[src/sv/jmn_pkg.sv]
package jmn_pkg;

   localparam int PAGES = 8;
   localparam int PAGE_W = (PAGES > 1) ? $clog2(PAGES) : 1;

   localparam int CSR_AW = 3;
   localparam int CSR_DW = 16;

   localparam logic [1:0] MENU_VIEW = 2'd3;

   typedef enum logic [CSR_AW-1:0] {
      REG_CENTER_X      = 3'd0,
      REG_CENTER_Y      = 3'd1,
      REG_DEADBAND      = 3'd2,
      REG_INITIAL_DELAY = 3'd3,
      REG_REPEAT_DELAY  = 3'd4,
      REG_PERF_VIEW     = 3'd5
   } reg_index_type;

   typedef enum logic [1:0] {
      DIR_NONE = 2'b00,
      DIR_POS  = 2'b01,
      DIR_NEG  = 2'b11
   } dir_type;

   typedef struct packed {
      logic [11:0] center_x;
      logic [11:0] center_y;
      logic [10:0] deadband;
      logic [15:0] initial_delay;
      logic [15:0] repeat_delay;
      logic [1:0]  perf_view;
   } cfg_type;

   typedef struct packed {
      logic fire;
      logic neg;
   } axis_evt_type;

   // step a non-menu view by one modulo 3, a view of 3 wraps as 0
   function automatic logic [1:0] next_view(input logic [1:0] view, input logic neg);
      logic [1:0] res;
      res = 2'd0;
      case (view)
         2'd0: res = neg ? 2'd2 : 2'd1;
         2'd1: res = neg ? 2'd0 : 2'd2;
         2'd2: res = neg ? 2'd1 : 2'd0;
         default: res = neg ? 2'd2 : 2'd1;
      endcase
      return res;
   endfunction

endpackage

[src/sv/jmn_axis.sv]
module jmn_axis (
   input  logic                  clock,
   input  logic                  reset,
   input  logic                  step,
   input  logic                  inhibit,
   input  logic [11:0]           sample,
   input  logic [11:0]           center,
   input  logic [10:0]           deadband,
   input  logic [15:0]           initial_delay,
   input  logic [15:0]           repeat_delay,
   input  logic [31:0]           now,
   output jmn_pkg::axis_evt_type evt
);
   import jmn_pkg::*;

   dir_type     dir_ff, dir_in, dir_new;
   logic        armed_ff, armed_in, armed_eff;
   logic [31:0] due_ff, due_in;
   logic [9:0]  release_dist;
   logic [12:0] sample_w, center_w;
   logic [12:0] sample_enter, center_enter, sample_rel, center_rel;
   logic        fire;

   assign release_dist = deadband[10:1];
   assign sample_w     = {1'b0, sample};
   assign center_w     = {1'b0, center};
   assign sample_enter = sample_w + {2'b00, deadband};
   assign center_enter = center_w + {2'b00, deadband};
   assign sample_rel   = sample_w + {3'b000, release_dist};
   assign center_rel   = center_w + {3'b000, release_dist};

   // hysteresis: enter past the deadband, release inside half of it
   always_comb begin
      if (center_w > sample_enter) begin
         dir_new = DIR_NEG;
      end else if (sample_w > center_enter) begin
         dir_new = DIR_POS;
      end else if (dir_ff == DIR_NEG && center_w > sample_rel) begin
         dir_new = DIR_NEG;
      end else if (dir_ff == DIR_POS && sample_w > center_rel) begin
         dir_new = DIR_POS;
      end else begin
         dir_new = DIR_NONE;
      end
   end

   always_comb begin
      armed_eff = (dir_new == dir_ff) ? armed_ff : 1'b0;
      fire      = 1'b0;
      dir_in    = dir_new;
      armed_in  = armed_eff;
      due_in    = due_ff;
      if (inhibit) begin
         dir_in   = DIR_NONE;
         armed_in = 1'b0;
      end else if (dir_new != DIR_NONE && (!armed_eff || now >= due_ff)) begin
         fire     = 1'b1;
         armed_in = 1'b1;
         due_in   = now + {16'h0000, armed_eff ? repeat_delay : initial_delay};
      end
   end

   assign evt.fire = fire;
   assign evt.neg  = (dir_new == DIR_NEG);

   always_ff @(posedge clock) begin
      if (reset) begin
         dir_ff   <= DIR_NONE;
         armed_ff <= 1'b0;
         due_ff   <= '0;
      end else if (step) begin
         dir_ff   <= dir_in;
         armed_ff <= armed_in;
         due_ff   <= due_in;
      end
   end

endmodule

[src/sv/jmn_nav.sv]
module jmn_nav (
   input  logic                  clock,
   input  logic                  reset,
   input  logic                  step,
   input  jmn_pkg::axis_evt_type evt_x,
   input  jmn_pkg::axis_evt_type evt_y,
   input  logic [1:0]            perf_view,
   output logic                  menu_mode,
   output logic [1:0]            view_mode,
   output logic [2:0]            active_page,
   output logic                  fired_x,
   output logic                  fired_y
);
   import jmn_pkg::*;

   localparam logic [PAGE_W-1:0] LAST_PAGE = PAGE_W'(PAGES - 1);
   localparam logic [PAGE_W-1:0] ONE_PAGE  = PAGE_W'(1);

   logic              menu_ff, menu_in;
   logic [1:0]        view_ff, view_in;
   logic [PAGE_W-1:0] page_ff, page_in;
   logic              fired_x_ff, fired_y_ff;

   // x is handled before y on the same item
   always_comb begin
      menu_in = menu_ff;
      view_in = view_ff;
      page_in = page_ff;
      if (evt_x.fire) begin
         if (!menu_ff) begin
            menu_in = 1'b1;
            view_in = MENU_VIEW;
         end
         if (evt_x.neg) begin
            if (page_ff != '0) begin
               page_in = page_ff - ONE_PAGE;
            end
         end else if (page_ff != LAST_PAGE) begin
            page_in = page_ff + ONE_PAGE;
         end
      end
      if (evt_y.fire) begin
         if (menu_in) begin
            menu_in = 1'b0;
            view_in = perf_view;
         end else begin
            view_in = next_view(view_in, evt_y.neg);
         end
      end
   end

   always_ff @(posedge clock) begin
      if (reset) begin
         menu_ff    <= 1'b0;
         view_ff    <= 2'd0;
         page_ff    <= '0;
         fired_x_ff <= 1'b0;
         fired_y_ff <= 1'b0;
      end else if (step) begin
         menu_ff    <= menu_in;
         view_ff    <= view_in;
         page_ff    <= page_in;
         fired_x_ff <= evt_x.fire;
         fired_y_ff <= evt_y.fire;
      end
   end

   assign menu_mode   = menu_ff;
   assign view_mode   = view_ff;
   assign active_page = 3'(page_ff);
   assign fired_x     = fired_x_ff;
   assign fired_y     = fired_y_ff;

endmodule

[src/sv/joystick_menu_navigator_unit.sv]
// Joystick menu navigator. Takes one joystick item per cycle while the result
// side is ready and returns one result item for each, held while the result
// side is not ready: the item is held in an input register, then the axis
// hysteresis, repeat timers and menu state are updated together as the item
// advances, and the result register is the updated menu, view and page state
// plus the fire flags. Sustained rate is one item per cycle while the result
// side is ready. Configuration writes via csr_we/csr_addr/csr_wdata take
// effect at once and are meant to be made while the block is idle; unused
// register indexes are ignored.
module joystick_menu_navigator_unit (
   input  logic                        clock,
   input  logic                        reset,
   input  logic                        req_valid,
   output logic                        req_ready,
   input  logic [11:0]                 req_joy_x,
   input  logic [11:0]                 req_joy_y,
   input  logic                        req_inhibit,
   input  logic [31:0]                 req_now_ms,
   output logic                        rsp_valid,
   input  logic                        rsp_ready,
   output logic                        rsp_menu_mode,
   output logic [1:0]                  rsp_view_mode,
   output logic [2:0]                  rsp_active_page,
   output logic                        rsp_fired_x,
   output logic                        rsp_fired_y,
   input  logic                        csr_we,
   input  logic [jmn_pkg::CSR_AW-1:0]  csr_addr,
   input  logic [jmn_pkg::CSR_DW-1:0]  csr_wdata
);
   import jmn_pkg::*;

   cfg_type      cfg_ff;
   logic         in_valid_ff, in_valid_in;
   logic         out_valid_ff, out_valid_in;
   logic [11:0]  joy_x_ff, joy_y_ff;
   logic         inhibit_ff;
   logic [31:0]  now_ff;
   logic         advance;
   axis_evt_type evt_x, evt_y;

   assign advance   = in_valid_ff && (!out_valid_ff || rsp_ready);
   assign req_ready = !in_valid_ff || advance;

   always_comb begin
      in_valid_in = in_valid_ff;
      if (req_valid && req_ready) begin
         in_valid_in = 1'b1;
      end else if (advance) begin
         in_valid_in = 1'b0;
      end
      out_valid_in = out_valid_ff;
      if (advance) begin
         out_valid_in = 1'b1;
      end else if (rsp_ready) begin
         out_valid_in = 1'b0;
      end
   end

   always_ff @(posedge clock) begin
      if (reset) begin
         in_valid_ff  <= 1'b0;
         out_valid_ff <= 1'b0;
      end else begin
         in_valid_ff  <= in_valid_in;
         out_valid_ff <= out_valid_in;
      end
   end

   always_ff @(posedge clock) begin
      if (req_valid && req_ready) begin
         joy_x_ff   <= req_joy_x;
         joy_y_ff   <= req_joy_y;
         inhibit_ff <= req_inhibit;
         now_ff     <= req_now_ms;
      end
   end

   always_ff @(posedge clock) begin
      if (reset) begin
         cfg_ff.center_x      <= 12'd2048;
         cfg_ff.center_y      <= 12'd2048;
         cfg_ff.deadband      <= 11'd150;
         cfg_ff.initial_delay <= 16'd300;
         cfg_ff.repeat_delay  <= 16'd250;
         cfg_ff.perf_view     <= 2'd0;
      end else if (csr_we) begin
         unique case (reg_index_type'(csr_addr))
            REG_CENTER_X:      cfg_ff.center_x      <= csr_wdata[11:0];
            REG_CENTER_Y:      cfg_ff.center_y      <= csr_wdata[11:0];
            REG_DEADBAND:      cfg_ff.deadband      <= csr_wdata[10:0];
            REG_INITIAL_DELAY: cfg_ff.initial_delay <= csr_wdata;
            REG_REPEAT_DELAY:  cfg_ff.repeat_delay  <= csr_wdata;
            REG_PERF_VIEW:     cfg_ff.perf_view     <= csr_wdata[1:0];
            default: ;
         endcase
      end
   end

   jmn_axis u_axis_x (
      .clock         (clock),
      .reset         (reset),
      .step          (advance),
      .inhibit       (inhibit_ff),
      .sample        (joy_x_ff),
      .center        (cfg_ff.center_x),
      .deadband      (cfg_ff.deadband),
      .initial_delay (cfg_ff.initial_delay),
      .repeat_delay  (cfg_ff.repeat_delay),
      .now           (now_ff),
      .evt           (evt_x)
   );

   jmn_axis u_axis_y (
      .clock         (clock),
      .reset         (reset),
      .step          (advance),
      .inhibit       (inhibit_ff),
      .sample        (joy_y_ff),
      .center        (cfg_ff.center_y),
      .deadband      (cfg_ff.deadband),
      .initial_delay (cfg_ff.initial_delay),
      .repeat_delay  (cfg_ff.repeat_delay),
      .now           (now_ff),
      .evt           (evt_y)
   );

   jmn_nav u_nav (
      .clock       (clock),
      .reset       (reset),
      .step        (advance),
      .evt_x       (evt_x),
      .evt_y       (evt_y),
      .perf_view   (cfg_ff.perf_view),
      .menu_mode   (rsp_menu_mode),
      .view_mode   (rsp_view_mode),
      .active_page (rsp_active_page),
      .fired_x     (rsp_fired_x),
      .fired_y     (rsp_fired_y)
   );

   assign rsp_valid = out_valid_ff;

endmodule

[config.mk]
export PLATFORM = sky130hd
export DESIGN_NAME = joystick_menu_navigator_unit
export DESIGN_NICKNAME = d
export VERILOG_FILES = /design/src/sv/jmn_pkg.sv /design/src/sv/jmn_axis.sv /design/src/sv/jmn_nav.sv /design/src/sv/joystick_menu_navigator_unit.sv
export SDC_FILE = /design/constraint.sdc
export NUM_CORES = 1
export LEC_CHECK = 0
export BUFFER_PORTS_ARGS = -buffer_cell sky130_fd_sc_hd__clkbuf_2
export CORE_MARGIN = 2
export CORE_UTILIZATION = 41
export DETAILED_ROUTE_END_ITERATION = 6
export PLACE_DENSITY = 0.61
export SYNTH_ARGS = -nofsm -noshare
export SYNTH_HDL_FRONTEND = slang
export SYNTH_SLANG_ARGS = --single-unit
export TNS_END_PERCENT = 1
[constraint.sdc]
create_clock -name clock -period 7.6 [get_ports clock]
set_input_delay 0.38 -clock clock [delete_from_list [all_inputs] [get_ports clock]]
set_output_delay 0.38 -clock clock [all_outputs]
set_load 0.1 [all_outputs]
==> results_dict.tcl, run 1 <==
set metrics [dict create \
    run_status "finished, final reports clean" \
    h-tree-depth 1 \
    synth_edf_count 57 \
    hold_slack_ns 0.0251 \
    drt_first_pass_iters 5 \
    r2r_slack_ns 0.40 \
    antenna_left 0 \
    root_buffer "clkbuf_16" \
    slew_headroom_pct 18.5 \
    dieArea_mm2 0.0433 \
    post-route-period-util_pct 94.7 \
    arrival_ns 7.69 \
    synth-seq-cells 206 \
    drtIter0Drc 778 \
    rows 74 \
    leakagePower_uw 0.00820 \
    path_class "flip-flop to flip-flop" \
    hold_end "joy_x_ff[0]" \
    worst_pin_slew_ns 1.22 \
    drt_wl_total_um 46400 \
    yosys.cell_types.count 78 \
    synth.cell_area_mm2 0.0171 \
    syn_to_final_growth_pct 15.4 \
    synthMostInstantiatedCell "ha_1" \
    cts.sinks 206 \
    power.density_mw_per_mm2 164 \
    period_minus_slack_ns 7.20 \
    maxCapViolCount 0 \
    via_count 14797 \
    cts_made_buffers 26 \
    finalClockSkew_ns 0.0224 \
    drive_gt1_share_pct 10.8 \
    wl_per_cell_um 17.2 \
    dp_hpwl_um 35500 \
    rr_worst_depth 34 \
    die_w_um 208 \
    crit_slowest_cell "edfxtp_1" \
    critPathLaunchType "flip-flop" \
    ir_worst_vdd_uv 161 \
    antenna_found_initial 2 \
    hold_depth 1 \
    worstSkewPairLatency_ns 0.58 \
    yosys.area.top_type_share_pct 20.4 \
    cp.required_ns 8.09 \
    regToRegEndpoint "u_axis_x.due_ff[30]" \
    synth_warnings 0 \
    synth_common_cells "ha_1 (278), nand2_1 (212), nor2_1 (191)" \
    die_y_um 208 \
    fin_cells 2692 \
    grtUsageTotal_pct 21.3 \
    grt_pass1_wl_um 75200 \
    min-delay-start "req_joy_x[0]" \
    placed_cells 2584 \
    avgSynthCellArea_um2 8.58 \
    grt_pass1_vias 14516 \
    port_buffers 90 \
    drc 0 \
    io_pins 91 \
    slew_viol_final 0 \
    nNetsFinal 2509 \
    synth_area_leaders "ha_1 (20%), dfxtp_1 (17%), edfxtp_1 (10%)" \
    syn_nets 2361 \
    syn_inst 1991 \
    finalHoldViolations 0 \
    crit_path_end_kind "flip-flop" \
    cts_tree "done" \
    path_clk_slew_ns 0.06 \
    yosys.area.top_type "ha_1" \
    place.gp.congestion 0.907 \
    finalSetupViolCount 0 \
    rr_startpoint "joy_x_ff[1]" \
    clockBufferDepth 3 \
    grt_overflow_total 0 \
    grt_max_degree 99 \
    rsz0062_at_grt "yes" \
    ys_seq_area_share_pct 27.5 \
    cp_max_fo 12 \
    coreArea_mm2 0.0410 \
    initial_utilization_pct 41.7 \
    synthFlopType "dfxtp_1" \
    synthArstFlopShare_pct 0 \
    slowest_delay_ns 0.45 \
    max_freq_mhz 139 \
    vias_per_cell 5.50 \
    hold_class "input port to flip-flop" \
    fillers 3995 \
]
-- layer usage --
layer	GRT usage (%)	vias to the layer above	part of all wire [%]
met5	0	-	0
met4	6.97	0	2.8
met3	2.57	80	3.8
met2	36.5	273	47
met1	27.9	6974	47
li1	-	7470	-
-- worst max path at each step --
stage | start | end | slack, ns | depth (start not counted)
detailed placement | cfg_ff[58] | u_axis_x.due_ff[30] | 0.09 | 34
finish | joy_x_ff[1] | u_axis_x.due_ff[30] | 0.40 | 34
global route | joy_x_ff[1] | u_axis_x.due_ff[24] | -0.08 | 33
CTS | cfg_ff[58] | u_axis_x.due_ff[30] | 0.10 | 34
floorplan | cfg_ff[36] | u_axis_x.due_ff[30] | 0.47 | 35
global placement | cfg_ff[58] | u_axis_x.due_ff[24] | 0.20 | 34
-- layout make-up --
type / count / area [um^2] / area share [%]
inverters: 129 / 484 / 2.46
flip-flops and latches: 206 / 4700 / 23.8
diodes: 2 / 5.00 / 0.0254
multi-input cells: 1606 / 11800 / 59.8
repair buffers: 170 / 1190 / 6.05
clock inverters: 15 / 179 / 0.907
clock buffers: 32 / 704 / 3.57
well taps: 532 / 666 / 3.38
-- sequential cells by signal (all words and copies together) (netlist names), 2 cells and up --
| register | cells |
|---|---|
| u_nav.active_page | 3 |
| u_axis_y.dir_ff | 2 |
| u_axis_x.dir_ff | 2 |
| now_ff | 32 |
| u_nav.view_mode | 2 |
| cfg_ff | 69 |
| u_axis_x.due_ff | 32 |
| joy_y_ff | 12 |
| u_axis_y.due_ff | 32 |
| joy_x_ff | 12 |
-- cell usage in the layout, fill, tap and decap left out, types with 21 or more instances in the layout --
cell type and instances:
mux2_2 23, buf_4 25, clkbuf_2 89, clkbuf_16 27, xnor2_1 71, dfxtp_1 147, nand4_1 31, a21o_1 37
xor2_1 57, mux2i_1 24, nor2b_1 26, o21ai_0 75, ha_1 278, nor3_1 36, nand2_1 212, a21oi_1 165
nand3_1 36, dlygate4sd3_1 56, inv_1 129, nand2b_1 28, and3_1 21, edfxtp_1 57, a211oi_1 25, nor2_1 191
-- what timing repair did --
item / 4_1_cts / 5_1_grt
setup endpoints to repair: 0 / 34
setup buffers: 0 / 3
gates resized for setup: 0 / 27
endpoints found under the hold margin: 56 / 0
hold buffers: 56 / 0
-- kinds of logic (layout without fill, tap and decap cells) --
logic type	count (synthesis)	count (layout)	share of synthesized area (%)
AO/OA/AOI/OAI	485	485	18.9
XOR/XNOR	129	129	6.61
adder cells (fa/ha/maj)	289	289	21.6
buffers and inverters	179	346	4.28
flip-flops	206	206	27.5
multiplexers	57	57	3.58
other	0	2	0
AND/OR/NAND/NOR	646	646	17.5
-- worst max-delay path: cells and delay by family, from the launching register on --
kind,cells,cell delay [ns]
AOI/OAI and AO/OA,17,2.95
muxes,1,0.35
adders and majority gates,4,1.18
and+or+nand+nor,7,1.40
xor gates and xnor gates,3,0.43
buffers and inverters,2,0.38
DFF,1,0.45
-- where the power goes --
group	switching, uW	leakage [uW]	total, uW	internal [uW]
clock network	518	0.000428	1280	763
logic	402	0.00600	712	310
registers	62.6	0.00177	1240	1180
total	983	0.00820	3230	2250
-- metrics by stage --
stage / total power, uW / worst slack (ns) / TNS (ns) / instance area [um^2] / utilization (%)
after detailed placement: 1940 / 0.0938 / 0 / 18100 / 44.2
after global routing: 3410 / -0.0793 / -0.358 / 19700 / 48.1
after floorplan: 1750 / 0.471 / 0 / 17100 / -
after global placement: 1920 / 0.204 / 0 / 18100 / 44.2
after CTS: 3260 / 0.103 / 0 / 19600 / 47.7
final: 3230 / 0.405 / 0 / 19700 / 48.1
(Power assumes the default switching activity.)
==> run 2, diff against run 1 <==
Settings changed: CAP_MARGIN from default to 20, RECOVER_POWER from default to 100.
==> results_dict.tcl, run 2 (synthesis gave the netlist of run 1 again) <==
set metrics [dict create \
    regToRegEndpoint "u_axis_x.due_ff[30]" \
    final_cell_mix "ha_1 (278), nand2_1 (212), nor2_1 (190), a21oi_1 (162), dfxtp_1 (146)" \
    nNetsFinal 2513 \
    dieArea_mm2 0.0433 \
    cp_top_family "compound AO/OA/AOI/OAI gates" \
    critPathLaunchType "flip-flop" \
    crit_path_start "joy_x_ff[1]" \
    final_common_cell "ha_1" \
    crit_path_frequent_cell "a21oi_2" \
    antenna_found_initial 1 \
    finalHoldViolations 0 \
    drtIter0Drc 822 \
    die_y_um 208 \
    pwr-share-clk_pct 39.6 \
    cts.sinks 206 \
    largest_reg_flops 69 \
    cp.required_ns 8.08 \
    cts_made_buffers 27 \
    port_buffers 90 \
    post-route-period-util_pct 94.7 \
    violations "max-capacitance violations, max-slew violations" \
    rr_startpoint "joy_x_ff[1]" \
    crit_path_end_kind "flip-flop" \
    regArea_mm2 0.00470 \
    crit_slowest_cell "edfxtp_1" \
    io_pins 91 \
    r2r_slack_ns 0.41 \
    vias_per_cell 5.50 \
    arrival_ns 7.67 \
    grt_pass1_vias 14511 \
    place.gp.congestion 0.907 \
    worstSkewPairLatency_ns 0.58 \
    worst_pin_slew_ns 3.61 \
    top_register "cfg_ff" \
    crit_buf_inv 1 \
    max_freq_mhz 139 \
    grt_overflow_total 0 \
    via_count 14815 \
    slew_viol_final 58 \
    multi_input_area_mm2 0.0118 \
    pre_cts_ws_ns 0.0535 \
    crit_path_end "u_axis_x.due_ff[30]" \
    wl_per_cell_um 17.3 \
    path_clk_slew_ns 0.06 \
    drive_gt1_share_pct 10.6 \
    finalSetupViolCount 0 \
    grt_max_degree 99 \
    slew_headroom_pct -140 \
    swShare_pct 30.7 \
    period_minus_slack_ns 7.19 \
    power.density_mw_per_mm2 164 \
    dp_hpwl_um 35600 \
    antenna_left 0 \
    coreArea_mm2 0.0410 \
    cp_max_fo 6 \
    die_w_um 208 \
    ir_worst_vdd_uv 168 \
    drc 0 \
    hold_slack_ns 0.0293 \
    grtUsageTotal_pct 21.4 \
    seqPwrFrac_pct 38.5 \
    crit_cells 32 \
    slowest_delay_ns 0.47 \
    hold_class "input port to flip-flop" \
    timing.final.ws_setup_ns 0.406 \
    h-tree-depth 1 \
    syn_to_final_growth_pct 15.5 \
    fillers 3996 \
    rr_worst_depth 32 \
    drt_wl_total_um 46700 \
    maxCapViolCount 1 \
    cts_tree "done" \
    grt_pass1_wl_um 75300 \
    finalClockSkew_ns 0.0224 \
    path_class "flip-flop to flip-flop" \
    leakagePower_uw 0.00817 \
    root_buffer "clkbuf_16" \
    initial_utilization_pct 41.7 \
    rows 74 \
    p_sw_uw 992 \
    p_int_uw 2240 \
    drt_first_pass_iters 5 \
    clockBufferDepth 3 \
    rsz0062_at_grt "yes" \
    combPwrFrac_pct 22.0 \
    run_status "finished, violations left" \
]
## run 2: cell types whose count changed in the layout (fill, tap and decap cells not counted), moves of 2 or more
cell / change
clkbuf_1: +17
a21oi_2: +3
clkbuf_8: +5
clkinv_4: +3
clkbuf_2: -13
clkinv_1: -5
buf_4: -4
a21oi_1: -3
bufinv_16: -2
## run 2: worst min-delay path by stage
stage	endpoint	start	depth (start not counted)	slack, ns
finish	in_valid_ff	req_valid	3	0.03
floorplan	cfg_ff[28]	cfg_ff[28]	2	0.44
global placement	cfg_ff[31]	cfg_ff[31]	2	0.45
detailed placement	cfg_ff[18]	cfg_ff[18]	2	0.46
CTS	in_valid_ff	req_valid	3	0.007
global route	cfg_ff[33]	csr_wdata[15]	3	0.04
## run 2: per-stage QoR
step	cell area, um^2	power (uW)	instances	util (%)	TNS [ns]
after floorplan	17100	1750	1991	-	0
after global placement	18100	1920	2584	44.2	0
after detailed placement	18100	1940	2585	44.2	0
after CTS	19600	3260	2689	47.8	0
after global routing	19700	3410	2695	48.1	-0.461
final	19700	3230	2695	48.1	0
## run 2: layout make-up
class	instances	area share [%]
Multi-Input combinational cell	1606	59.8
Sequential cell	206	23.8
Timing Repair Buffer	173	6.07
Clock buffer	36	3.90
Tap cell	532	3.37
Inverter	129	2.45
Clock inverter	12	0.621
Antenna cell	1	0.0127
## run 2: what timing repair did
item                       CTS  global route
hold buffers                56             0
setup buffers                0             4
setup endpoints to repair    0            29
hold endpoints to repair    56             0
resized for setup            0            35
## run 2: routing by layer
metal,vias to the layer above,track usage [%],share of wire (%)
li1,7475,-,-
met1,6962,28.2,46
met2,293,36.6,47
met3,85,2.49,3.9
met4,0,6.72,2.5
met5,-,0,0
## run 2: worst min-delay path, delay by kind of cell
family | cells | cell delay [ns]
buf+inv | 1 | 0.09
compound gates | 1 | 0.04
simple gates | 1 | 0.07
## run 2: power by group through the flow
| stage | clock network, uW | logic (uW) | registers, uW |
|---|---|---|---|
| final | 1280 | 710 | 1240 |
| after global routing | 1350 | 805 | 1250 |
| after CTS | 1320 | 704 | 1240 |
| after detailed placement | 0 | 676 | 1260 |
| after global placement | 0 | 658 | 1260 |
| after floorplan | 0 | 494 | 1250 |
